<file path="config.mk">
export PLATFORM = sky130hd
export DESIGN_NAME = ccs_cell
export DESIGN_NICKNAME = d
export VERILOG_FILES = /design/src/rtl/ccs_pkg.sv /design/src/rtl/ccs_cell.sv
export SDC_FILE = /design/constraint.sdc
export NUM_CORES = 1
export LEC_CHECK = 0
export ABC_AREA = 1
export BUFFER_PORTS_ARGS = -buffer_cell sky130_fd_sc_hd__buf_2
export CORE_UTILIZATION = 48
export DETAILED_ROUTE_END_ITERATION = 8
export PLACE_DENSITY = 0.82
export SKIP_CTS_REPAIR_TIMING = 1
export SLEW_MARGIN = 20
export SYNTH_ARGS = -nofsm -noshare
export SYNTH_HDL_FRONTEND = slang
export SYNTH_SLANG_ARGS = --single-unit
</file>
<file path="constraint.sdc">
create_clock -name clock -period 2.05 [get_ports clock]
set_clock_uncertainty 0.15 [all_clocks]
set_input_delay 0.3075 -clock clock [delete_from_list [all_inputs] [get_ports clock]]
set_output_delay 0.3075 -clock clock [all_outputs]
set_load 0.005 [all_outputs]
</file>
<file path="src/rtl/ccs_pkg.sv">
// ----------------------------------------------------------------------------
// ccs_pkg
// Shared types and constants for the character class skip scanner: opcodes,
// parse phases, control states and the structs passed between modules.
// ----------------------------------------------------------------------------
package ccs_pkg;

   // table size and field widths
   localparam int MAX_RANGES = 64;
   localparam int CP_W       = 21;
   localparam int CNT_W      = $clog2(MAX_RANGES + 1);
   localparam int SPAN_W     = 31;
   localparam int MOVED_W    = 32;

   // special characters of the set spec
   localparam logic [CP_W-1:0] CH_CARET  = CP_W'('h5E);
   localparam logic [CP_W-1:0] CH_DASH   = CP_W'('h2D);
   localparam logic [CP_W-1:0] CH_BSLASH = CP_W'('h5C);

   // request opcodes
   typedef enum logic [1:0] {
      OP_BEGIN_SET  = 2'd0,
      OP_SET_ELEM   = 2'd1,
      OP_BEGIN_SCAN = 2'd2,
      OP_SCAN_CP    = 2'd3
   } op_type;

   // set spec parse phases
   typedef enum logic [2:0] {
      PH_START,
      PH_ITEM,
      PH_FROM_ESC,
      PH_AFTER_FROM,
      PH_DASH,
      PH_TO_ESC,
      PH_DONE
   } phase_type;

   // top level control states
   typedef enum logic [1:0] {
      CTRL_IDLE,
      CTRL_EVAL,
      CTRL_RESP
   } ctrl_state_type;

   // range pushed into the head of the cell chain
   typedef struct packed {
      logic            en;
      logic [CP_W-1:0] low;
      logic [CP_W-1:0] high;
   } commit_type;

   // set table status
   typedef struct packed {
      logic [CNT_W-1:0] range_count;
      logic             negated;
      logic             overflow;
   } set_status_type;

endpackage

</file>
<file path="src/rtl/ccs_cell.sv">
// ----------------------------------------------------------------------------
// ccs_cell
// One range cell of the set table. Holds an inclusive range, passes it on to
// the next cell when a new range is pushed in, and registers a hit flag for
// the codepoint under test.
// ----------------------------------------------------------------------------
module ccs_cell
   import ccs_pkg::*;
(
   input  logic            clock,
   input  logic            shift_en,
   input  logic [CP_W-1:0] shift_low,
   input  logic [CP_W-1:0] shift_high,
   input  logic            active,
   input  logic [CP_W-1:0] test_cp,
   output logic [CP_W-1:0] hold_low,
   output logic [CP_W-1:0] hold_high,
   output logic            hit
);

   logic [CP_W-1:0] low_ff;
   logic [CP_W-1:0] high_ff;
   logic            hit_ff;
   logic            hit_in;

   // range compare, only for cells holding a committed range
   assign hit_in = active && (test_cp >= low_ff) && (test_cp <= high_ff);

   // range storage shifts toward the tail on each push
   always_ff @(posedge clock) begin
      if (shift_en) begin
         low_ff  <= shift_low;
         high_ff <= shift_high;
      end
      hit_ff <= hit_in;
   end

   assign hold_low  = low_ff;
   assign hold_high = high_ff;
   assign hit       = hit_ff;

endmodule

</file>
# After elaboration in Yosys (flattened, before gate mapping)
# Cells that the tools add are included.
# Widths: inputs -> output; s select.
[classes]
order_cmp = 2
n_reduce_logical = 2
[op_table]
columns = ["operator", "n"]
rows = [
  ["$ge 21x21->1", 1],
  ["$le 21x21->1", 1],
  ["$logic_and 1x1->1", 2],
]
[word_totals]
ff_bits = 43
input_bits = 66
output_inout_bits = 43
word_cells = 7

# Depth between registers and ports, before layout
[logic_depth]
depth_word = 3
depth_mapped = 12
depth_no_buf = 12

# Least setup slack after synthesis
# No wires, ideal clock.
[synth_path]
path_type = "register to register"
start = "reg high_ff[20], in the netlist hold_high[20]"
end = "reg hit_ff, in the netlist hit"
setup_ps = 113
arrival_ps = 1271
required_time_ps = 1787
path_slack_ps = 516
path_stages_with_launch = 12
path_buffers = 0
synth_period_minus_slack_ps = 1534
path_cell_list = "edfxtp_1 -> inv_1 -> ha_1 -> nand2_1 -> nor2_1 -> nand2_1 -> nor2_1 -> nand2_1 -> nand2_1 -> nor2_1 -> nor2_1 -> nor2_1"
[synth_via]
elab_chain_len = 2
[synth_lines]
columns = ["item", "line_no", "source"]
rows = [
  ["start: declaration", "ccs_cell.sv:22", "logic [CP_W-1:0] high_ff;"],
  ["start signal: assignment", "ccs_cell.sv:33", "high_ff <= shift_high;"],
  ["$le 21x21->1", "ccs_cell.sv:27", "assign hit_in = active && (test_cp >= low_ff) && (test_cp <= high_ff);"],
  ["$logic_and 1x1->1", "ccs_cell.sv:27", ""],
  ["named net hit_in", "ccs_cell.sv:24", "logic hit_in;"],
  ["end signal: assignment", "ccs_cell.sv:35", "hit_ff <= hit_in;"],
  ["end: declaration", "ccs_cell.sv:23", "logic hit_ff;"],
]
# The timed path passes the listed nets, and every way through them passes these cells.
# A chain may end at the register's enable or synchronous reset.

# Final worst setup path
# Ends and elaborated chain as after synthesis.

==> out/qor.yml <==
synth_top_area_share: 0.498
area_delta_synth_final_pct: 28.8
finalHoldViolCount: 0
drt_first_pass_iters: 4
yosys.area_share.adder: 0.207
ant_nets: 0
ys_types: 13
synth_compound_area_frac: 0.0316
cp-start-kind: "register"
wl_per_cell_microns: 11.4
cts.clk_slew.worst_paths_ps: 80
yosysSeqAreaShare: 0.506
tns_ps: 0
tightest_slew_ps: 232
p_leak_uw: 0.00180
critPathMaxFanout: 3
cts_buffers: 5
slowest_stage: "edfxtp_1"
viasPerCell: 4.59
grt_overflow: 0
layout_commonest_cell: "buf_2"
drt_iter0_drc: 62
crit_required_ps: 2100
start_util: 0.496
hold_end: "hold_high[13]"
hold_depth: 1
maxCapViolCount: 0
vias: 2090
dpl_cell_area_sq_um: 3180
crit_path_frequent_cell: "nor2_1"
clock_path_buffers: 2
cts_root_buffer: "clkbuf_8"
drive_gt1_frac: 0.301
final.fill_count: 462
synthCells: 268
cp_data_arrival_time_ps: 1690
rsz0062_at_grt: "false"
avgSynthCellArea_sq_um: 9.45
core_sq_um: 5110
multi_input_area_sq_um: 1020
crit_chain: "inv_1 -> ha_1 -> nand2_1 -> nor2_1 -> nand2_1 -> nor2_1 -> nand2_1 -> nand2_1 -> nor2_1 -> nor2_1 -> nor2_1"
synth-seq-cells: 43
pwr_density_cell_nw_per_um2: 627
n_antenna_cell: 0
path_class: "register to register"
r2r_slack_ps: 420
path_buf_inv: 1
die_x_microns: 74.7
fin_hold_ws_ps: 29.4
slowest_delay_ps: 340
layout.nets: 492
relSlewSlack: 0.845
timing.rr.end: "hit"
cts-htree-levels: 2
final_area_sq_um: 3260
reg2reg_from: "hold_high[20]"
clk-insertion-delay-late_ps: 300
outcome: "completed"
cp.depth: 11
cp-startpoint: "hold_high[20]"
ir_worst_vdd_v: 0.000447
period_share: 0.798
num_rows: 26
cts_tree: "done"
portBuffers: 108
grtUsageTotal: 0.190
synth_area_sq_um: 2530
drc: 0
synth_area_leader_cell: "edfxtp_1"
ios: 109
synth_mux_area_frac: 0
end_kind: "register"
synth_area_leaders: "edfxtp_1 50%, ha_1 21%, nand2_1 11%"
finalSetupViolations: 0
grt_max_degree: 43
finalMaxSlewViolations: 0
place_congestion: 0.765
layout_common_cells: "108 x buf_2, 76 x nand2_1, 63 x inv_1"
cts.sinks: 43
fmax_ghz: 0.612
hold_start: "shift_high[13]"
die_area_sq_um: 5570
hpwl_mm: 4.27
seq_area_sq_um: 1280
grt_pass1_vias: 1981
synth_top_family_by_area: "adder cells"
drt-total-wl_mm: 5.17
power_uw: 2050
grt_pass1_wl_mm: 7.87
grt_antenna_before_repair: 0
ys_warn_count: 0
syn_nets: 376
post-place-ws_ps: 377
yosys.area_share.xor_xnor: 0
synth-simple-area-share: 0.162
fin_ws_ps: 415
die_h_microns: 74.7
fin_crit_ps: 1630
hold_path.class: "input pin to register"
crit_family: "simple AND/OR/NAND/NOR gates"
rr_worst_depth: 11
-- flip-flops by register name, summed over array words and instances (netlist names) --
register / count
hit: 1
hold_high: 21
hold_low: 21
-- worst register-to-register path: cells and delay by family, from the launching register on --
kind	cells	cell delay, ps
simple gates	9	720
flops	1	340
fa+ha+maj	1	290
buf+inv	1	50
-- through the flow --
| step | util | cells |
|---|---|---|
| floorplan | - | 268 |
| global route | 0.639 | 455 |
| detailed placement | 0.623 | 447 |
| finish | 0.639 | 455 |
| global placement | 0.623 | 447 |
| CTS | 0.639 | 455 |
-- final cells by class --
class / count / share of cell area
multi-input cells: 162 / 0.311
inverters: 63 / 0.0725
repair buffers: 109 / 0.172
clock inverters: 1 / 0.00153
clock buffers: 7 / 0.0234
well taps: 70 / 0.0268
flip-flops and latches: 43 / 0.393
-- Yosys cell counts, drive strengths merged --
cell and n:
nand4 2, a21oi 13, nand2 76, nand3 3, edfxtp 42, inv 63, dfxtp 1, a21o 2
nor3 1, nand3b 1, nor2 22, ha 42
-- worst max path at each step --
stage | end | slack (ps)
floorplan | hit | 520
global placement | hit | 400
detailed placement | hit | 380
CTS | hit | 410
global route | hit | 150
finish | hit | 420
-- power breakdown --
| part | total, uW | leakage (uW) | switching, uW | internal [uW] |
|---|---|---|---|---|
| clock | 523 | 0.0000422 | 283 | 239 |
| sequential | 1070 | 0.000419 | 31.3 | 1040 |
| combinational | 449 | 0.00134 | 240 | 209 |
| total | 2050 | 0.00180 | 555 | 1490 |
-- metal layers --
metal  vias up  global-route usage  routed length [microns]
met5         -                   0                        0
met4         0              0.0524                       38
met3         7              0.0495                      324
met2        79               0.365                     2740
met1       921               0.202                     2070
li1       1083                   -                        -
-- logic make-up (layout without fill, tap and decap cells) --
family,count (synthesis),after routing
flip-flops,43,43
AND/OR/NAND/NOR,105,105
adder cells (fa/ha/maj),42,42
buffers and inverters,63,180
AO/OA/AOI/OAI,15,15
Power figures use the tool's default switching activity.
