### src/rtl/ccs_pkg.sv
// ----------------------------------------------------------------------------
// ccs_pkg
// Shared types and constants for the character class skip scanner: opcodes,
// parse phases, control states and the structs passed between modules.
// ----------------------------------------------------------------------------
package ccs_pkg;

   // table size and field widths
   localparam int MAX_RANGES = 64;
   localparam int CP_W       = 21;
   localparam int CNT_W      = $clog2(MAX_RANGES + 1);
   localparam int SPAN_W     = 31;
   localparam int MOVED_W    = 32;

   // special characters of the set spec
   localparam logic [CP_W-1:0] CH_CARET  = CP_W'('h5E);
   localparam logic [CP_W-1:0] CH_DASH   = CP_W'('h2D);
   localparam logic [CP_W-1:0] CH_BSLASH = CP_W'('h5C);

   // request opcodes
   typedef enum logic [1:0] {
      OP_BEGIN_SET  = 2'd0,
      OP_SET_ELEM   = 2'd1,
      OP_BEGIN_SCAN = 2'd2,
      OP_SCAN_CP    = 2'd3
   } op_type;

   // set spec parse phases
   typedef enum logic [2:0] {
      PH_START,
      PH_ITEM,
      PH_FROM_ESC,
      PH_AFTER_FROM,
      PH_DASH,
      PH_TO_ESC,
      PH_DONE
   } phase_type;

   // top level control states
   typedef enum logic [1:0] {
      CTRL_IDLE,
      CTRL_EVAL,
      CTRL_RESP
   } ctrl_state_type;

   // range pushed into the head of the cell chain
   typedef struct packed {
      logic            en;
      logic [CP_W-1:0] low;
      logic [CP_W-1:0] high;
   } commit_type;

   // set table status
   typedef struct packed {
      logic [CNT_W-1:0] range_count;
      logic             negated;
      logic             overflow;
   } set_status_type;

endpackage

### src/rtl/ccs_parser.sv
// ----------------------------------------------------------------------------
// ccs_parser
// Set spec parser. Walks the caret, dash and backslash rules one element at
// a time, keeps the range count, negation and overflow flags, and feeds new
// ranges into the cell chain. An element may close two ranges; the second
// one is pushed in the following cycle.
// ----------------------------------------------------------------------------
module ccs_parser
   import ccs_pkg::*;
(
   input  logic            clock,
   input  logic            reset,
   input  logic            clear_en,
   input  logic            elem_en,
   input  logic [CP_W-1:0] elem_cp,
   input  logic            elem_last,
   output commit_type      commit,
   output set_status_type  status
);

   phase_type        phase_ff, phase_in;
   logic [CP_W-1:0]  pend_ff, pend_in;
   logic             neg_ff, neg_in;
   logic             ovf_ff, ovf_in;
   logic [CNT_W-1:0] used_ff, used_in;
   logic             defer_en_ff, defer_en_in;
   logic [CP_W-1:0]  defer_cp_ff;

   // first and second range closed by this element
   logic             ca_en;
   logic [CP_W-1:0]  ca_low;
   logic [CP_W-1:0]  ca_high;
   logic             cb_en;
   logic             a_ok;
   logic             b_ok;
   logic [CNT_W-1:0] used_a;
   logic             is_bs;
   logic             is_dash;

   assign is_bs   = (elem_cp == CH_BSLASH) && !elem_last;
   assign is_dash = (elem_cp == CH_DASH) && !elem_last;

   // phase machine and range count
   always_comb begin
      phase_in = phase_ff;
      pend_in  = pend_ff;
      neg_in   = neg_ff;
      ovf_in   = ovf_ff;
      used_in  = used_ff;
      ca_en    = 1'b0;
      ca_low   = elem_cp;
      ca_high  = elem_cp;
      cb_en    = 1'b0;
      a_ok     = 1'b0;
      b_ok     = 1'b0;
      used_a   = used_ff;
      if (clear_en) begin
         phase_in = PH_START;
         pend_in  = '0;
         neg_in   = 1'b0;
         ovf_in   = 1'b0;
         used_in  = '0;
      end else if (elem_en) begin
         unique case (phase_ff) inside
            PH_START, PH_ITEM: begin
               if (phase_ff == PH_START && elem_cp == CH_CARET) begin
                  neg_in   = 1'b1;
                  phase_in = elem_last ? PH_DONE : PH_ITEM;
               end else if (is_bs) begin
                  phase_in = PH_FROM_ESC;
               end else if (elem_last) begin
                  ca_en    = 1'b1;
                  phase_in = PH_DONE;
               end else begin
                  pend_in  = elem_cp;
                  phase_in = PH_AFTER_FROM;
               end
            end
            PH_FROM_ESC: begin
               if (elem_last) begin
                  ca_en    = 1'b1;
                  phase_in = PH_DONE;
               end else begin
                  pend_in  = elem_cp;
                  phase_in = PH_AFTER_FROM;
               end
            end
            PH_AFTER_FROM: begin
               if (is_dash) begin
                  phase_in = PH_DASH;
               end else begin
                  // pending single character closes first
                  ca_en   = 1'b1;
                  ca_low  = pend_ff;
                  ca_high = pend_ff;
                  if (is_bs) begin
                     phase_in = PH_FROM_ESC;
                  end else if (elem_last) begin
                     cb_en    = 1'b1;
                     phase_in = PH_DONE;
                  end else begin
                     pend_in  = elem_cp;
                     phase_in = PH_AFTER_FROM;
                  end
               end
            end
            PH_DASH: begin
               if (is_bs) begin
                  phase_in = PH_TO_ESC;
               end else begin
                  ca_en    = 1'b1;
                  ca_low   = pend_ff;
                  phase_in = elem_last ? PH_DONE : PH_ITEM;
               end
            end
            PH_TO_ESC: begin
               ca_en    = 1'b1;
               ca_low   = pend_ff;
               phase_in = elem_last ? PH_DONE : PH_ITEM;
            end
            default: begin
               phase_in = phase_ff;
            end
         endcase

         // table room check for up to two ranges
         a_ok    = ca_en && (used_ff < CNT_W'(MAX_RANGES));
         used_a  = used_ff + CNT_W'(a_ok);
         b_ok    = cb_en && (used_a < CNT_W'(MAX_RANGES));
         used_in = used_a + CNT_W'(b_ok);
         if ((ca_en && !a_ok) || (cb_en && !b_ok)) begin
            ovf_in = 1'b1;
         end
      end
   end

   assign defer_en_in = b_ok;

   // parser control registers
   always_ff @(posedge clock) begin
      if (reset) begin
         phase_ff    <= PH_START;
         pend_ff     <= '0;
         neg_ff      <= 1'b0;
         ovf_ff      <= 1'b0;
         used_ff     <= '0;
         defer_en_ff <= 1'b0;
      end else begin
         phase_ff    <= phase_in;
         pend_ff     <= pend_in;
         neg_ff      <= neg_in;
         ovf_ff      <= ovf_in;
         used_ff     <= used_in;
         defer_en_ff <= defer_en_in;
      end
   end

   // second range is held in a register and pushed in the following cycle
   always_ff @(posedge clock) begin
      if (b_ok) begin
         defer_cp_ff <= elem_cp;
      end
   end

   // push into the chain head
   always_comb begin
      commit.en   = a_ok || defer_en_ff;
      commit.low  = defer_en_ff ? defer_cp_ff : ca_low;
      commit.high = defer_en_ff ? defer_cp_ff : ca_high;
   end

   assign status.range_count = used_ff;
   assign status.negated     = neg_ff;
   assign status.overflow    = ovf_ff;

endmodule
### config.mk
export PLATFORM = sky130hd
export DESIGN_NAME = ccs_parser
export DESIGN_NICKNAME = d
export VERILOG_FILES = /design/src/rtl/ccs_pkg.sv /design/src/rtl/ccs_parser.sv
export SDC_FILE = /design/constraint.sdc
export NUM_CORES = 1
export LEC_CHECK = 0
export BUFFER_PORTS_ARGS = -buffer_cell sky130_fd_sc_hd__buf_2
export CORE_MARGIN = 2
export CORE_UTILIZATION = 30
export DETAILED_ROUTE_END_ITERATION = 6
export GPL_TIMING_DRIVEN = 0
export PLACE_DENSITY = 0.57
export RECOVER_POWER = 100
export SLEW_MARGIN = 20
export SYNTH_ARGS = -nofsm -noshare
export SYNTH_HDL_FRONTEND = slang
export SYNTH_SLANG_ARGS = --single-unit
### constraint.sdc
create_clock -name clock -period 4.24 [get_ports clock]
set_input_delay 0.848 -clock clock [delete_from_list [all_inputs] [get_ports clock]]
set_output_delay 0.848 -clock clock [all_outputs]
set_load 0.01 [all_outputs]
* After elaboration in Yosys (flattened, before gate mapping) *
Cells that the tools add are included.
Widths: inputs -> output; s select.

word-level totals
  register bits = 55
  latch bits = 0
  memory bits (writable) = 0
  bits in read-only memories = 0
  memories = 0

operators by class
  add/subtract/negate cells = 2
  multiply operators = 0
  divide/modulo/power cells = 0
  magnitude comparators = 2
  eq/ne operators = 10
  shift operators = 0
  mux-type cells = 38
  bitwise operators = 0
  reduce and logical (&&, ||, !) cells = 21

operators with widths
  cell                 number
  $mux 21              13
  $pmux 21 s3          2
  $eq 21x7->1 const B  2
  $eq 21x6->1 const B  1
  $mux 3               6
  $mux 1               15
  $pmux 3 s5           1
  $add 7x1->7          2
  $lt 7x7->1 const B   2
  $logic_and 1x1->1    7
  $eq 3x2->1 const B   2
  $eq 3x3->1 const B   2
  $pmux 1 s5           1
  $reduce_bool 5->1    1
  $ne 2x2->1 const B   2
  $reduce_and 2->1     2
  $reduce_and 4->1     1
  $reduce_or 2->1      2
  $eq 3x1->1 const B   1
  $logic_not 1->1      3
  $logic_not 3->1      1
  $reduce_and 3->1     1
  $reduce_bool 3->1    1
  $logic_or 1x1->1     2

* Longest topological paths before layout *
  depth in word-level cells = 15
  gate-level depth with buffers = 21
  gate-level depth less buffers = 19

* Least setup slack after synthesis *
No wires, ideal clock.

  path type = input to register
  start = in elem_cp[13]
  end = reg used_ff[4]
  library setup time = 0.074 ns
  arrival time = 4.312 ns
  path slack = -0.146 ns
  stages on the path = 21
  cell sequence = nor4_1 > nand4_1 > buf_2 > nor4_1 > o211ai_1 > nor2b_1 > ha_1 > ha_1 > clkbuf_1 > nand2_1 > nor2_1 > xnor2_1 > nand2_1 > nor2_1 > ha_1 > ha_1 > a21boi_0 > o21ai_0 > a21bo_2 > a2111o_1 > o21ai_0

on the way
  word-level cells in the longest chain between the ends = 12
  elaborated cells on any way between the ends = 22
  classes of those cells = add/sub: 2; order compare: 1; eq/ne: 3; mux: 11; reduce/logical: 5

ends and longest elaborated chain
  item                    RTL line           RTL
  start: declaration      ccs_parser.sv:15   input logic [CP_W-1:0] elem_cp,
  $eq 21x7->1             ccs_parser.sv:40   assign is_bs = (elem_cp == CH_BSLASH) && !elem_last;
  $logic_and 1x1->1       ccs_parser.sv:40
  $mux 1                  ccs_parser.sv:96   if (is_bs) begin
  $mux 1                  ccs_parser.sv:66   if (phase_ff == PH_START && elem_cp == CH_CARET) begin
  $pmux 1 s5              ccs_parser.sv:64   unique case (phase_ff) inside
  $mux 1                  ccs_parser.sv:63   end else if (elem_en) begin
  $mux 1                  ccs_parser.sv:57   if (clear_en) begin
  $logic_and 1x1->1       ccs_parser.sv:127  a_ok = ca_en && (used_ff < CNT_W'(MAX_RANGES));
  $add 7x1->7             ccs_parser.sv:128  used_a = used_ff + CNT_W'(a_ok);
  $lt 7x7->1              ccs_parser.sv:129  b_ok = cb_en && (used_a < CNT_W'(MAX_RANGES));
  $logic_and 1x1->1       ccs_parser.sv:129
  $add 7x1->7 (*)         ccs_parser.sv:130  used_in = used_a + CNT_W'(b_ok);
  end signal: assignment  ccs_parser.sv:153  used_ff <= used_in;
  end: declaration        ccs_parser.sv:25   logic [CNT_W-1:0] used_ff, used_in;

Mark *: on every way between the ends. The rest lies on a longest branch, timed or not. The select of a mux whose other input is x is not followed.
A chain may end at the register's enable or synchronous reset.

* Final worst setup path *
  start = in elem_cp[0]
  end = reg used_ff[4]

The elaborated chain is that of the path after synthesis.

==> results.py <==
metrics = {
    "layout": {
        "fin_nets": 560,
        "final_common_cell": "buf_2",
        "stdcell_count": 673,
        "finish.instance_area_sq_um": 4520,
        "layout_common_cells": "64 x buf_2, 53 x a21oi_1, 49 x nor2_1",
        "seq_area_sq_um": 1310,
        "multi_input_area_sq_um": 2130,
        "fill_cells": 1184,
        "num_antenna_cells": 0,
        "area_growth_pct": 29.6,
        "drive_gt1_frac": 0.281,
        "utilization": 0.397,
    },
    "cts": {
        "cts.clk_slew.worst_paths_ps": 80,
        "insertion_delay_ps": 300,
        "cts_buffers": 5,
        "root_buffer": "clkbuf_16",
        "htree_levels": 2,
        "cts_buffer_depth": 2,
        "holdBufCountCts": 0,
        "cts_tree": "done",
        "cts_sinks": 55,
    },
    "floorplan": {
        "die_x_microns": 112,
        "io_pins": 78,
        "die-area_sq_um": 12500,
        "start_util": 0.307,
        "die_y_microns": 112,
        "core_area_sq_um": 11400,
        "fp-row-count": 39,
    },
    "critical_path": {
        "path_class": "input port to register",
        "start_kind": "input port",
        "r2r_end": "used_ff[4]$_SDFFE_PP0P_",
        "r2r_slack_ps": 480,
        "cp_data_required_time_ps": 4470,
        "cpPeakStageDelay_ps": 410,
        "crit_fanout": 8,
        "cpMostUsedCell": "ha_4",
        "reg2reg_depth": 19,
        "worstPathCellList": "buf_2, nand4bb_4, or3_4, o21ai_4, o211ai_1, nor2b_2, ha_2, ha_4, nand2_2, nor2_2, xnor2_2, nand2_2, nor2_4, ha_4, ha_4, a21boi_2, o21ai_1, a21bo_2, a2111o_1, o21ai_1",
        "crit_start": "elem_cp[0]",
        "critPathSlowestCell": "a2111o_1",
        "r2r-start": "phase_ff[0]$_SDFFE_PP0P_",
        "crit_path_end": "used_ff[4]$_SDFFE_PP0P_",
        "end_kind": "register",
        "crit_arrival_ps": 4360,
    },
    "hold_path": {
        "hp-class": "register to register",
        "min-delay-start": "pend_ff[20]$_SDFFE_PP0P_",
    },
    "logic_synthesis": {
        "synth_top_area_frac": 0.195,
        "synth_seq_cells": 55,
        "synth_area_sq_um": 3490,
        "yosys.area_share.simple": 0.225,
        "synthMuxAreaShare": 0.0201,
        "synth-xor-area-share": 0.00753,
        "synth_cell_types": 57,
        "synth.area.top_cells": "dfxtp_1 20%, edfxtp_1 18%, a21oi_1 7.6%",
        "synthAdderAreaFrac": 0.0208,
        "synth_compound_area_frac": 0.285,
        "synth_edf_count": 21,
        "synth_ff_type": "dfxtp_1",
        "syn-instance-count": 428,
        "synth_top_family_by_area": "compound AO/OA/AOI/OAI gates",
        "async_reset_ff_frac": 0,
        "avgSynthCellArea_sq_um": 8.15,
        "syn-num-nets": 459,
        "seq_area_frac_synth": 0.376,
        "ys.warnings.count": 0,
        "yosysTopAreaCell": "dfxtp_1",
    },
    "detailed_routing": {
        "wl_microns": 12000,
        "drt-wirelength-per-cell_microns": 17.9,
        "ant_nets": 0,
        "first_pass_iters": 7,
        "vias": 3806,
        "dr.first_iter.drc_count": 337,
        "vias_per_cell": 5.66,
        "drc": 0,
    },
    "placement": {
        "finalWeightedCongestion": 0.873,
        "port_buffers": 76,
        "placed_area_sq_um": 4160,
        "dp.cells": 647,
        "post-dp-hpwl_microns": 8260,
    },
    "power_and_ir_drop": {
        "p_clk_frac": 0.366,
        "pwr-share-comb": 0.159,
        "p_int_mw": 0.852,
        "ir_drop_uv": 139,
        "p_per_area_nw_per_um2": 260,
        "seq_power_share": 0.475,
        "netSwitchingFraction": 0.274,
        "switching_power_mw": 0.322,
        "p_leak_nw": 1.62,
    },
    "sta": {
        "setup_violations": 0,
        "hold_slack_ps": 481,
        "slew_viol_final": 0,
        "fin_crit_sh": 0.973,
        "hold_violations": 0,
        "fmax_mhz": 242,
        "worst_slew_margin_rel": 0.563,
        "worst_slew_pin_slew_ps": 656,
        "worst_clock_skew_ps": 3.81,
        "min_period_ps": 4130,
    },
    "run": {
        "drv_cap": 0,
    },
    "global_route": {
        "overflow": 0,
        "use_met1": 0.257,
        "grt_max_degree": 19,
        "grt_pass1_vias": 3608,
        "gr-usage-met3": 0.0283,
        "busiest_layer": "met2",
        "use_met2": 0.308,
        "grt_pass1_wl_microns": 19000,
        "track_usage": 0.188,
        "antenna_found_initial": 0,
    },
    "outcome": {
        "status": "finished clean",
    },
}
## state kept, by name, indices dropped and copies added (netlist names)
signal,flops
defer_cp_ff,21
pend_ff,21
used_ff,7
phase_ff,3
defer_en_ff,1
neg_ff,1
ovf_ff,1
## power groups by stage
| stage | clock [mW] | combinational [mW] | sequential (mW) |
|---|---|---|---|
| 3_3_place_gp | 0 | 0.170 | 0.570 |
| 4_1_cts | 0.438 | 0.181 | 0.558 |
| 5_1_grt | 0.461 | 0.203 | 0.559 |
| 2_1_floorplan | 0 | 0.0996 | 0.569 |
| 6_report | 0.430 | 0.187 | 0.558 |
| 3_5_place_dp | 0 | 0.173 | 0.571 |
## through the flow
step                      TNS [ps]  worst slack (ps)  power (mW)
after floorplan                  0              4.70       0.669
after global placement      -24850             -1080       0.740
after detailed placement     -5810              -719       0.744
after CTS                        0              36.9        1.18
after global routing         -38.0             -38.0        1.22
final                            0               113        1.17
## area by class of cell
type / instances / area share
Timing Repair Buffer: 95 / 0.115
Buffer: 36 / 0.0435
Sequential cell: 55 / 0.290
Tap cell: 143 / 0.0396
Inverter: 8 / 0.00664
Multi-Input combinational cell: 328 / 0.472
Clock buffer: 5 / 0.0277
Clock inverter: 3 / 0.00526
## layer usage
layer  wire [microns]  part of all wire  vias to the layer above
li1                 -                 -                     1789
met1             5370              0.45                     1848
met2             5720              0.48                      149
met3              695             0.058                       20
met4              242             0.020                        0
met5                0                 0                        -
## cells in the mapped netlist (all sizes together) (2+ instances only)
library cell / instances
o21ai: 37
inv: 7
a21o: 2
clkbuf: 24
xnor2: 3
nor2: 52
and2: 2
nor2b: 4
nor4: 4
dfxtp: 34
and3b: 2
mux2i: 7
a211oi: 19
a211o: 2
o31ai: 2
ha: 5
edfxtp: 21
o21bai: 2
o221a: 17
nand2: 32
nor3: 20
a2111o: 2
a21oi: 54
buf: 14
or3: 3
nand3: 29
nand2b: 4
o221ai: 3
nand4: 2
## worst max-delay path: cells and delay by family
kind | cells | cell delay, ps
AOI/OAI and AO/OA | 7 | 1240
xor gates and xnor gates | 1 | 180
adders and majority gates | 4 | 660
and+or+nand+nor | 7 | 1260
buffers and inverters | 1 | 160
## timing repair
action / 4_1_cts / 5_1_grt
pin swaps: 13 / 14
gates resized for setup: 7 / 15
gates cloned: 1 / 0
buffers inserted: 12 / 7
endpoints found under the setup margin: 4 / 13
## cell families after synthesis
logic type,after synthesis
fa+ha+maj,6
flops,55
xor+xnor,3
compound gates,150
buf+inv,46
mux,7
simple gates,161
## how the worst min path moves through the flow
| stage | end | slack (ps) | depth (start not counted) |
|---|---|---|---|
| global route | pend_ff[20]$_SDFFE_PP0P_ | 510 | 2 |
| global placement | neg_ff$_SDFFE_PP0P_ | 460 | 2 |
| detailed placement | pend_ff[20]$_SDFFE_PP0P_ | 470 | 2 |
| CTS | pend_ff[20]$_SDFFE_PP0P_ | 480 | 2 |
| finish | pend_ff[20]$_SDFFE_PP0P_ | 480 | 2 |
| floorplan | neg_ff$_SDFFE_PP0P_ | 440 | 2 |
No activity file was read; power rests on OpenSTA's default activity.
